### src/design/tn_neg_pkg.sv
`default_nettype none

package tn_neg_pkg;

    // Telnet command bytes
    localparam logic [7:0] B_IAC  = 8'hFF;
    localparam logic [7:0] B_DONT = 8'hFE;
    localparam logic [7:0] B_DO   = 8'hFD;
    localparam logic [7:0] B_WONT = 8'hFC;
    localparam logic [7:0] B_WILL = 8'hFB;
    localparam logic [7:0] B_SB   = 8'hFA;
    localparam logic [7:0] B_SE   = 8'hF0;

    // Option codes
    localparam logic [7:0] TN_ECHO  = 8'd1;
    localparam logic [7:0] TN_SGA   = 8'd3;
    localparam logic [7:0] TN_TTYPE = 8'd24;
    localparam logic [7:0] TN_NAWS  = 8'd31;
    localparam logic [7:0] TTYPE_SEND = 8'd1;

    // Configuration register indexes
    localparam logic CFG_WIDTH  = 1'b0;
    localparam logic CFG_HEIGHT = 1'b1;

    localparam logic [7:0] WIDTH_RESET  = 8'd80;
    localparam logic [7:0] HEIGHT_RESET = 8'd24;

    // Pending verb codes
    typedef enum logic [1:0] {
        VERB_WILL = 2'd0,
        VERB_WONT = 2'd1,
        VERB_DO   = 2'd2,
        VERB_DONT = 2'd3
    } verb_t;

    // Kind of output burst caused by one received byte
    typedef enum logic [1:0] {
        KIND_DATA   = 2'd0,
        KIND_REPLY3 = 2'd1,
        KIND_NAWS   = 2'd2,
        KIND_TTYPE  = 2'd3
    } kind_t;

    // One burst as handed from the parser to the emitter
    typedef struct packed {
        kind_t      kind;
        logic [7:0] verb;
        logic [7:0] data;
        logic       echo;
    } burst_t;

    // Number of bytes in a burst
    function automatic logic [3:0] burst_len(input kind_t kind);
        logic [3:0] len;
        case (kind)
            KIND_DATA:   len = 4'd1;
            KIND_REPLY3: len = 4'd3;
            KIND_NAWS:   len = 4'd12;
            KIND_TTYPE:  len = 4'd11;
            default:     len = 4'd1;
        endcase
        return len;
    endfunction

    // Terminal type answer: IAC SB TTYPE IS "vt220" IAC SE
    function automatic logic [7:0] ttype_byte(input logic [3:0] idx);
        logic [7:0] b;
        case (idx)
            4'd0:    b = B_IAC;
            4'd1:    b = B_SB;
            4'd2:    b = TN_TTYPE;
            4'd3:    b = 8'd0;
            4'd4:    b = 8'h76;
            4'd5:    b = 8'h74;
            4'd6:    b = 8'h32;
            4'd7:    b = 8'h32;
            4'd8:    b = 8'h30;
            4'd9:    b = B_IAC;
            default: b = B_SE;
        endcase
        return b;
    endfunction

endpackage

`default_nettype wire

### src/design/tn_neg_emit.sv
`default_nettype none

module tn_neg_emit (
    input  wire logic               clk,
    input  wire logic               rst_n,
    input  wire logic               load,
    input  wire tn_neg_pkg::burst_t desc,
    input  wire logic [7:0]         window_width,
    input  wire logic [7:0]         window_height,
    input  wire logic               m_tready,
    output logic                    m_tvalid,
    output logic                    is_reply,
    output logic [7:0]              out_byte,
    output logic                    echo,
    output logic                    last,
    output logic                    can_load
);
    import tn_neg_pkg::*;

    burst_t      burst_reg;
    logic        valid_reg, valid_next;
    logic [3:0]  idx_reg, idx_next;
    logic        take;
    logic [7:0]  w_sent, h_sent;

    // Keep 0xFF out of the window-size message
    assign w_sent = (window_width == B_IAC) ? 8'hFE : window_width;
    assign h_sent = (window_height == B_IAC) ? 8'hFE : window_height;

    assign m_tvalid = valid_reg;
    assign is_reply = (burst_reg.kind != KIND_DATA);
    assign echo     = burst_reg.echo;
    assign last     = (idx_reg == burst_len(burst_reg.kind) - 4'd1);
    assign take     = valid_reg && m_tready;
    assign can_load = !valid_reg || (take && last);

    // Select the byte at the current position of the burst
    always_comb
    begin
        case (burst_reg.kind)
            KIND_DATA:
            begin
                out_byte = burst_reg.data;
            end
            KIND_REPLY3:
            begin
                case (idx_reg)
                    4'd0:    out_byte = B_IAC;
                    4'd1:    out_byte = burst_reg.verb;
                    default: out_byte = burst_reg.data;
                endcase
            end
            KIND_NAWS:
            begin
                case (idx_reg)
                    4'd0:    out_byte = B_IAC;
                    4'd1:    out_byte = B_WILL;
                    4'd2:    out_byte = TN_NAWS;
                    4'd3:    out_byte = B_IAC;
                    4'd4:    out_byte = B_SB;
                    4'd5:    out_byte = TN_NAWS;
                    4'd6:    out_byte = 8'd0;
                    4'd7:    out_byte = w_sent;
                    4'd8:    out_byte = 8'd0;
                    4'd9:    out_byte = h_sent;
                    4'd10:   out_byte = B_IAC;
                    default: out_byte = B_SE;
                endcase
            end
            default:
            begin
                out_byte = ttype_byte(idx_reg);
            end
        endcase
    end

    // Load a new burst, or step through the current one
    always_comb
    begin
        valid_next = valid_reg;
        idx_next   = idx_reg;
        if (take)
        begin
            if (last)
            begin
                valid_next = 1'b0;
                idx_next   = 4'd0;
            end
            else
            begin
                idx_next = idx_reg + 4'd1;
            end
        end
        if (load)
        begin
            valid_next = 1'b1;
            idx_next   = 4'd0;
        end
    end

    always_ff @(posedge clk or negedge rst_n)
    begin
        if (!rst_n)
        begin
            valid_reg <= 1'b0;
            idx_reg   <= 4'd0;
        end
        else
        begin
            valid_reg <= valid_next;
            idx_reg   <= idx_next;
        end
    end

    // Burst contents, captured on load
    always_ff @(posedge clk)
    begin
        if (load)
        begin
            burst_reg <= desc;
        end
    end

endmodule

`default_nettype wire

### config.mk
export PLATFORM = sky130hd
export DESIGN_NAME = tn_neg_emit
export DESIGN_NICKNAME = d
export VERILOG_FILES = /design/src/design/tn_neg_pkg.sv /design/src/design/tn_neg_emit.sv
export SDC_FILE = /design/constraint.sdc
export NUM_CORES = 1
export LEC_CHECK = 0
export ABC_AREA = 0
export BUFFER_PORTS_ARGS = -buffer_cell sky130_fd_sc_hd__buf_2
export CELL_PAD_IN_SITES_DETAIL_PLACEMENT = 1
export CELL_PAD_IN_SITES_GLOBAL_PLACEMENT = 1
export CORE_AREA = 2 2 47 93
export CTS_BUF_LIST = sky130_fd_sc_hd__clkbuf_4 sky130_fd_sc_hd__clkbuf_8
export CTS_CLUSTER_DIAMETER = 30
export CTS_CLUSTER_SIZE = 16
export DETAILED_ROUTE_END_ITERATION = 10
export DIE_AREA = 0 0 49 95
export PLACE_DENSITY_LB_ADDON = 0.1
export SKIP_CTS_REPAIR_TIMING = 1
export SLEW_MARGIN = 20
export SYNTH_ARGS = -nofsm -noshare
export SYNTH_HDL_FRONTEND = slang
export SYNTH_SLANG_ARGS = --single-unit
### constraint.sdc
create_clock -name clk -period 6.6 [get_ports clk]
set_input_delay 0.99 -clock clk [delete_from_list [all_inputs] [get_ports clk]]
set_output_delay 0.99 -clock clk [all_outputs]
set_load 0.005 [all_outputs]
==> impl_metrics.py, run 1 <==
metrics = {
    "layout": {
        "regArea_um2": 696,
        "antennaDiodeCount": 0,
        "multiInputGateArea_um2": 827,
        "fillers": 488,
        "largest_reg_flops": 18,
        "area_growth_pct": 20.7,
        "fin_cells": 260,
        "drive_gt1_share_pct": 29.8,
        "final_nets": 254,
    },
    "routing": {
        "wl_per_cell_um": 17.1,
        "viasPerCell": 5.82,
        "vias": 1514,
        "postRouteAntennaNets": 0,
        "dr.pass1.iters": 4,
        "drc": 0,
        "wl_um": 4440,
        "dr.first_iter.drc_count": 39,
    },
    "global_routing": {
        "grt_pass1_wl_um": 7140,
        "grt_pass1_vias": 1554,
        "overflow": 0,
        "grt_max_degree": 28,
        "grt_usage_pct": 19.8,
        "antenna_found_initial": 0,
    },
    "setup_path": {
        "path_cells": "inv_1 -> ha_1 -> nor2_1 -> nor2_1 -> o31ai_1 -> o211ai_1 -> buf_2",
        "slowest_delay_ns": 0.53,
        "cp-end-kind": "primary output",
        "cp_common_cell": "nor2_1",
        "crit_family": "compound AO/OA/AOI/OAI gates",
        "path_class": "flop to primary output",
        "cp_slowest_cell": "dfrtp_1",
        "cp.arrival_ns": 2.53,
        "path_buf_inv": 2,
        "cp.required_ns": 5.61,
        "worstPathMaxFanout": 12,
        "worst_setup_path_start_kind": "flop",
    },
    "synth": {
        "yosysMostFrequentCell": "edfxtp_1",
        "avgSynthCellArea_um2": 9.74,
        "synthCells": 165,
        "synth_top_area_share_pct": 35.5,
        "syn_area_um2": 1610,
        "synth_cell_types": 50,
        "yosys_warnings": 0,
        "synth_fa_ha_area_share_pct": 4.67,
        "yosys.area_share.simple_pct": 20.1,
        "synthXorXnorAreaFrac_pct": 0.545,
        "synth_mux_area_share_pct": 0.623,
        "synth_top_family_by_area": "compound AO/OA/AOI/OAI gates",
        "synth_compound_area_share_pct": 25.5,
        "ys_top_cells_by_area": "edfxtp_1 (35%), dfrtp_1 (7.8%), ha_1 (4.7%)",
        "synth.largest_area_cell": "edfxtp_1",
        "yosys_register_bits": 24,
        "ys_seq_area_share_pct": 43.3,
        "netlist_top_cells_count": "edfxtp_1 (19), nand3_1 (9), nor2_1 (8), o21ai_0 (8), inv_1 (7)",
        "synth_fp_nets": 210,
        "ys_async_sr_fraction_pct": 20.8,
        "synth_ff_type": "edfxtp_1",
        "synth_edf_count": 19,
    },
    "clock_tree": {
        "numCtsBuffers": 3,
        "cts_num_sinks": 24,
        "htree_levels": 1,
        "root_buffer": "clkbuf_8",
        "cts_tree": "yes",
        "cts.reportedPaths.clkPinSlew_ns": 0.08,
        "cts_buffer_depth": 2,
        "clkLatencyLatePin_ns": 0.27,
    },
    "timing": {
        "fin_skew_ns": 0.000889,
        "final-setup-viol-count": 0,
        "report.final.slew_viol_count": 0,
        "fin_crit_ns": 3.52,
        "layout_setup_ws_ns": 3.08,
        "setup_tns_ns": 0,
        "hold_violations": 0,
        "relSlewSlack_pct": 47.6,
        "rsz0062_at_grt": "no",
        "fin_crit_sh_pct": 53.3,
        "max_freq_ghz": 0.284,
        "tightest_slew_ns": 0.785,
    },
    "floorplanning": {
        "core_area_um2": 4010,
        "num_rows": 33,
        "die_w_um": 49,
        "die_area_um2": 4660,
        "die_h_um": 95,
        "pin_count": 52,
        "start_util_pct": 40.1,
    },
    "power_and_ir_drop": {
        "leakagePower_nw": 0.783,
        "p_clk_share_pct": 32.5,
        "p_int_w": 0.000293,
        "sequentialPowerShare_pct": 46.9,
        "vdd_ir_drop_max_v": 0.000159,
        "swShare_pct": 26.3,
        "p_switching_w": 0.000105,
        "powerDensity_nw_per_um2": 205,
        "comb_power_share_pct": 20.6,
        "finalPower_w": 0.000398,
    },
    "placed_design": {
        "port_buffers": 51,
        "place_hpwl_um": 3460,
        "pre_cts_ws_ns": 3.37,
        "gp_congestion": 0.853,
        "dpl.cell_count": 256,
    },
    "run_status": {
        "status": "finished clean",
    },
    "flow_run": {
        "cap_viol_max_count": 0,
    },
    "hold_path": {
        "hold_path_class": "input port to asynchronous set/reset pin",
    },
}
-- routing by layer --
layer  track usage (%)  up-vias  wire length, um
met5                 0        -                0
met4              7.38        0               78
met2              37.6       47             2400
met3              1.74        7              158
li1                  -      733                -
met1              22.6      727             1810
-- cell type report --
| class | instances | share of cell area [%] |
|---|---|---|
| clock buffer | 3 | 2.13 |
| clock inverter | 1 | 1.55 |
| inverter | 7 | 1.35 |
| multi-input combinational | 122 | 42.6 |
| sequential | 24 | 35.8 |
| tap | 52 | 3.35 |
| timing repair buffer | 51 | 13.2 |
-- metrics by stage --
step,hold WS (ns),instance area [um^2],util (%)
after floorplan,0.569,1610,-
after global routing,0.517,1940,48.5
final,0.522,1940,48.5
after detailed placement,0.589,1870,46.7
after global placement,0.569,1870,46.7
after CTS,0.524,1940,48.5
-- cell usage in the layout, fill, tap and decap left out, types with 3 or more instances in the layout --
| cell type | count |
|---|---|
| inv_1 | 7 |
| o31ai_1 | 4 |
| nand4_1 | 5 |
| a21o_1 | 3 |
| nor2b_1 | 3 |
| a21oi_1 | 6 |
| nand2_1 | 6 |
| o21ai_0 | 8 |
| or2_2 | 3 |
| nor2_1 | 8 |
| edfxtp_1 | 19 |
| a22oi_1 | 3 |
| nand2b_1 | 4 |
| ha_1 | 6 |
| dfrtp_1 | 5 |
| clkbuf_8 | 3 |
| a211oi_1 | 3 |
| nor3_1 | 4 |
| buf_2 | 51 |
| nand3_1 | 9 |
| o221ai_1 | 3 |
| a31oi_1 | 6 |
-- power by group through the flow --
stage,combinational (W),sequential (W),clock (W)
floorplan,0.0000479,0.000184,0
global placement,0.0000801,0.000189,0
detailed placement,0.0000820,0.000190,0
CTS,0.0000828,0.000186,0.000130
global route,0.0000913,0.000189,0.000136
finish,0.0000820,0.000187,0.000129
-- path summary, 6_finish.rpt --
kind	from	end	slack [ns]	cells after the start
hold / removal	rst_n	m_tvalid	0.52	1
max in group asynchronous	rst_n	idx_reg[0]	5.94	1
setup reg to reg	idx_reg[3]	idx_reg[0]	4.59	4
min in group clk	m_tvalid	m_tvalid	0.59	2
hold reg to reg	m_tvalid	m_tvalid	0.59	2
setup / recovery	idx_reg[1]	out_byte[1]	3.08	7
-- kinds of logic after synthesis --
family,after synthesis
multiplexers,1
AO/OA/AOI/OAI,58
AND/OR/NAND/NOR,56
buffers and inverters,19
flip-flops,24
XOR/XNOR,1
adder cells (fa/ha/maj),6
Note: power is estimated with default switching activity, not from simulation.
==> run 2, diff against run 1 <==
- CORE_AREA: 2 2 47 93 -> 2 2 51 101
- DIE_AREA: 0 0 49 95 -> 0 0 53 103
- clock period: 6.6 -> 3.2 ns (I/O delays scaled with it)
==> run 2 against run 1 <==
Net effect:
- flip-flop and latch count did not move
- final cell count rose by 3.1%
- clock skew fell by 0.00058 ns
- count of clock-buffer cells in the layout did not move
- power rose by 110%
- combinational power rose by 110%
- utilization fell by 6.8 points
- sequential power rose by 110%
- largest cell class unchanged
- highest routed layer unchanged
==> impl_metrics.py, run 2 (synthesis results as in run 1) <==
metrics = {
    "setup_path": {
        "cp_slowest_cell": "dfrtp_1",
        "path_cells": "inv_1 -> ha_1 -> nand2b_1 -> or4_1 -> o2111ai_1 -> o31ai_1 -> buf_2",
        "path_class": "flop to primary output",
        "worstPathMaxFanout": 10,
        "r2r_slack_ns": 1.26,
        "r2r.worst_path.cells": 4,
        "cp.required_ns": 2.72,
        "slowest_delay_ns": 0.53,
        "r2r_end": "idx_reg[0]",
        "crit_family": "simple AND/OR/NAND/NOR gates",
        "path_buf_inv": 2,
        "cp-end-kind": "primary output",
        "worst_setup_path_start_kind": "flop",
        "cp.arrival_ns": 2.45,
        "r2r-start": "burst_reg[17]",
    },
    "routing": {
        "viasPerCell": 5.56,
        "drc": 0,
        "wl_per_cell_um": 17.6,
        "postRouteAntennaNets": 0,
        "dr.pass1.iters": 4,
        "vias": 1490,
        "wl_um": 4710,
        "dr.first_iter.drc_count": 40,
    },
    "layout": {
        "drive_gt1_share_pct": 31.3,
        "largest_reg_flops": 18,
        "layout_commonest_cell": "buf_2",
        "fin_cells": 268,
        "final_nets": 257,
        "area_growth_pct": 22.6,
        "final_cell_mix": "buf_2 (51), edfxtp_1 (19), nand3_1 (9)",
        "antennaDiodeCount": 0,
        "fillers": 578,
    },
    "floorplanning": {
        "pin_count": 52,
        "die_area_um2": 5460,
        "die_h_um": 103,
        "num_rows": 36,
        "die_w_um": 53,
        "start_util_pct": 34.0,
        "core_area_um2": 4730,
    },
    "flow_run": {
        "cap_viol_max_count": 0,
    },
    "global_routing": {
        "use_met1_pct": 21.3,
        "grt_usage_pct": 18.5,
        "overflow": 0,
        "antenna_found_initial": 0,
        "grt_max_degree": 26,
        "grt_pass1_wl_um": 7190,
        "met3_usage_pct": 2.03,
        "grt_pass1_vias": 1461,
        "grt_busiest_layer": "met2",
        "use_met2_pct": 33.1,
    },
    "placed_design": {
        "pre_cts_ws_ns": 0.471,
        "gp_congestion": 0.853,
        "port_buffers": 51,
        "dpl.cell_count": 264,
        "place_hpwl_um": 3670,
    },
    "clock_tree": {
        "numCtsBuffers": 3,
        "htree_levels": 1,
        "clkLatencyLatePin_ns": 0.27,
        "cts.reportedPaths.clkPinSlew_ns": 0.08,
        "cts_num_sinks": 24,
        "cts_buffer_depth": 2,
        "cts_tree": "yes",
        "root_buffer": "clkbuf_8",
    },
    "timing": {
        "max_freq_ghz": 0.341,
        "relSlewSlack_pct": 60.4,
        "final-setup-viol-count": 0,
        "report.final.slew_viol_count": 0,
        "setup_tns_ns": 0,
        "tightest_slew_ns": 0.594,
        "fin_crit_sh_pct": 91.7,
        "layout_setup_ws_ns": 0.266,
        "fin_crit_ns": 2.93,
        "rsz0062_at_grt": "no",
        "fin_skew_ns": 0.000304,
        "hold_violations": 0,
    },
    "power_and_ir_drop": {
        "leakagePower_nw": 0.797,
        "vdd_ir_drop_max_v": 0.000427,
        "powerDensity_nw_per_um2": 420,
    },
    "hold_path": {
        "hold_path_class": "input port to asynchronous set/reset pin",
    },
    "run_status": {
        "status": "finished clean",
    },
}
==> run 2: cell types whose count changed in the layout (fill, tap and decap cells not counted) <==
| cell | change |
|---|---|
| buf_4 | +3 |
| dfrtp_1 | -1 |
| dfrtp_2 | +1 |
==> run 2: area by class of cell <==
type	instances	area, um^2	area share [%]
flip-flops and latches	24	697	35.4
clock buffers	3	41.3	2.10
repair buffers	54	278	14.1
clock inverters	1	30.0	1.52
inverters	7	26.3	1.33
well taps	57	71.3	3.62
multi-input cells	122	827	42.0
==> run 2: routing by layer <==
layer	up-vias	share of wire, %
li1	738	-
met1	704	42
met2	41	53
met3	7	3.3
met4	0	2.5
met5	-	0
==> run 2: metrics by stage <==
step | instance area [um^2] | utilization, % | total power, W | hold WS [ns]
after global routing | 1970 | 41.7 | 0.000864 | 0.00537
after CTS | 1970 | 41.6 | 0.000831 | 0.00421
after floorplan | 1610 | - | 0.000479 | 0.184
after detailed placement | 1900 | 40.1 | 0.000562 | 0.299
after global placement | 1900 | 40.1 | 0.000558 | 0.303
final | 1970 | 41.7 | 0.000827 | 0.000547
==> run 2: worst max-delay path by stage <==
stage | slack [ns] | end | cells after the start | from
after floorplan | 0.88 | out_byte[5] | 7 | idx_reg[1]
after global placement | 0.54 | out_byte[7] | 7 | idx_reg[1]
after detailed placement | 0.47 | out_byte[5] | 7 | idx_reg[1]
after CTS | 0.17 | out_byte[5] | 7 | idx_reg[1]
after global routing | 0.06 | out_byte[1] | 7 | idx_reg[0]
final | 0.27 | out_byte[2] | 7 | idx_reg[0]
==> run 2: where the power goes <==
| group | total (W) | internal, W | switching, W | leakage [nW] |
|---|---|---|---|---|
| logic | 0.000171 | 0.0000747 | 0.0000963 | 0.513 |
| clock network | 0.000271 | 0.000168 | 0.000104 | 0.0357 |
| registers | 0.000384 | 0.000363 | 0.0000217 | 0.249 |
| total | 0.000827 | 0.000605 | 0.000222 | 0.797 |
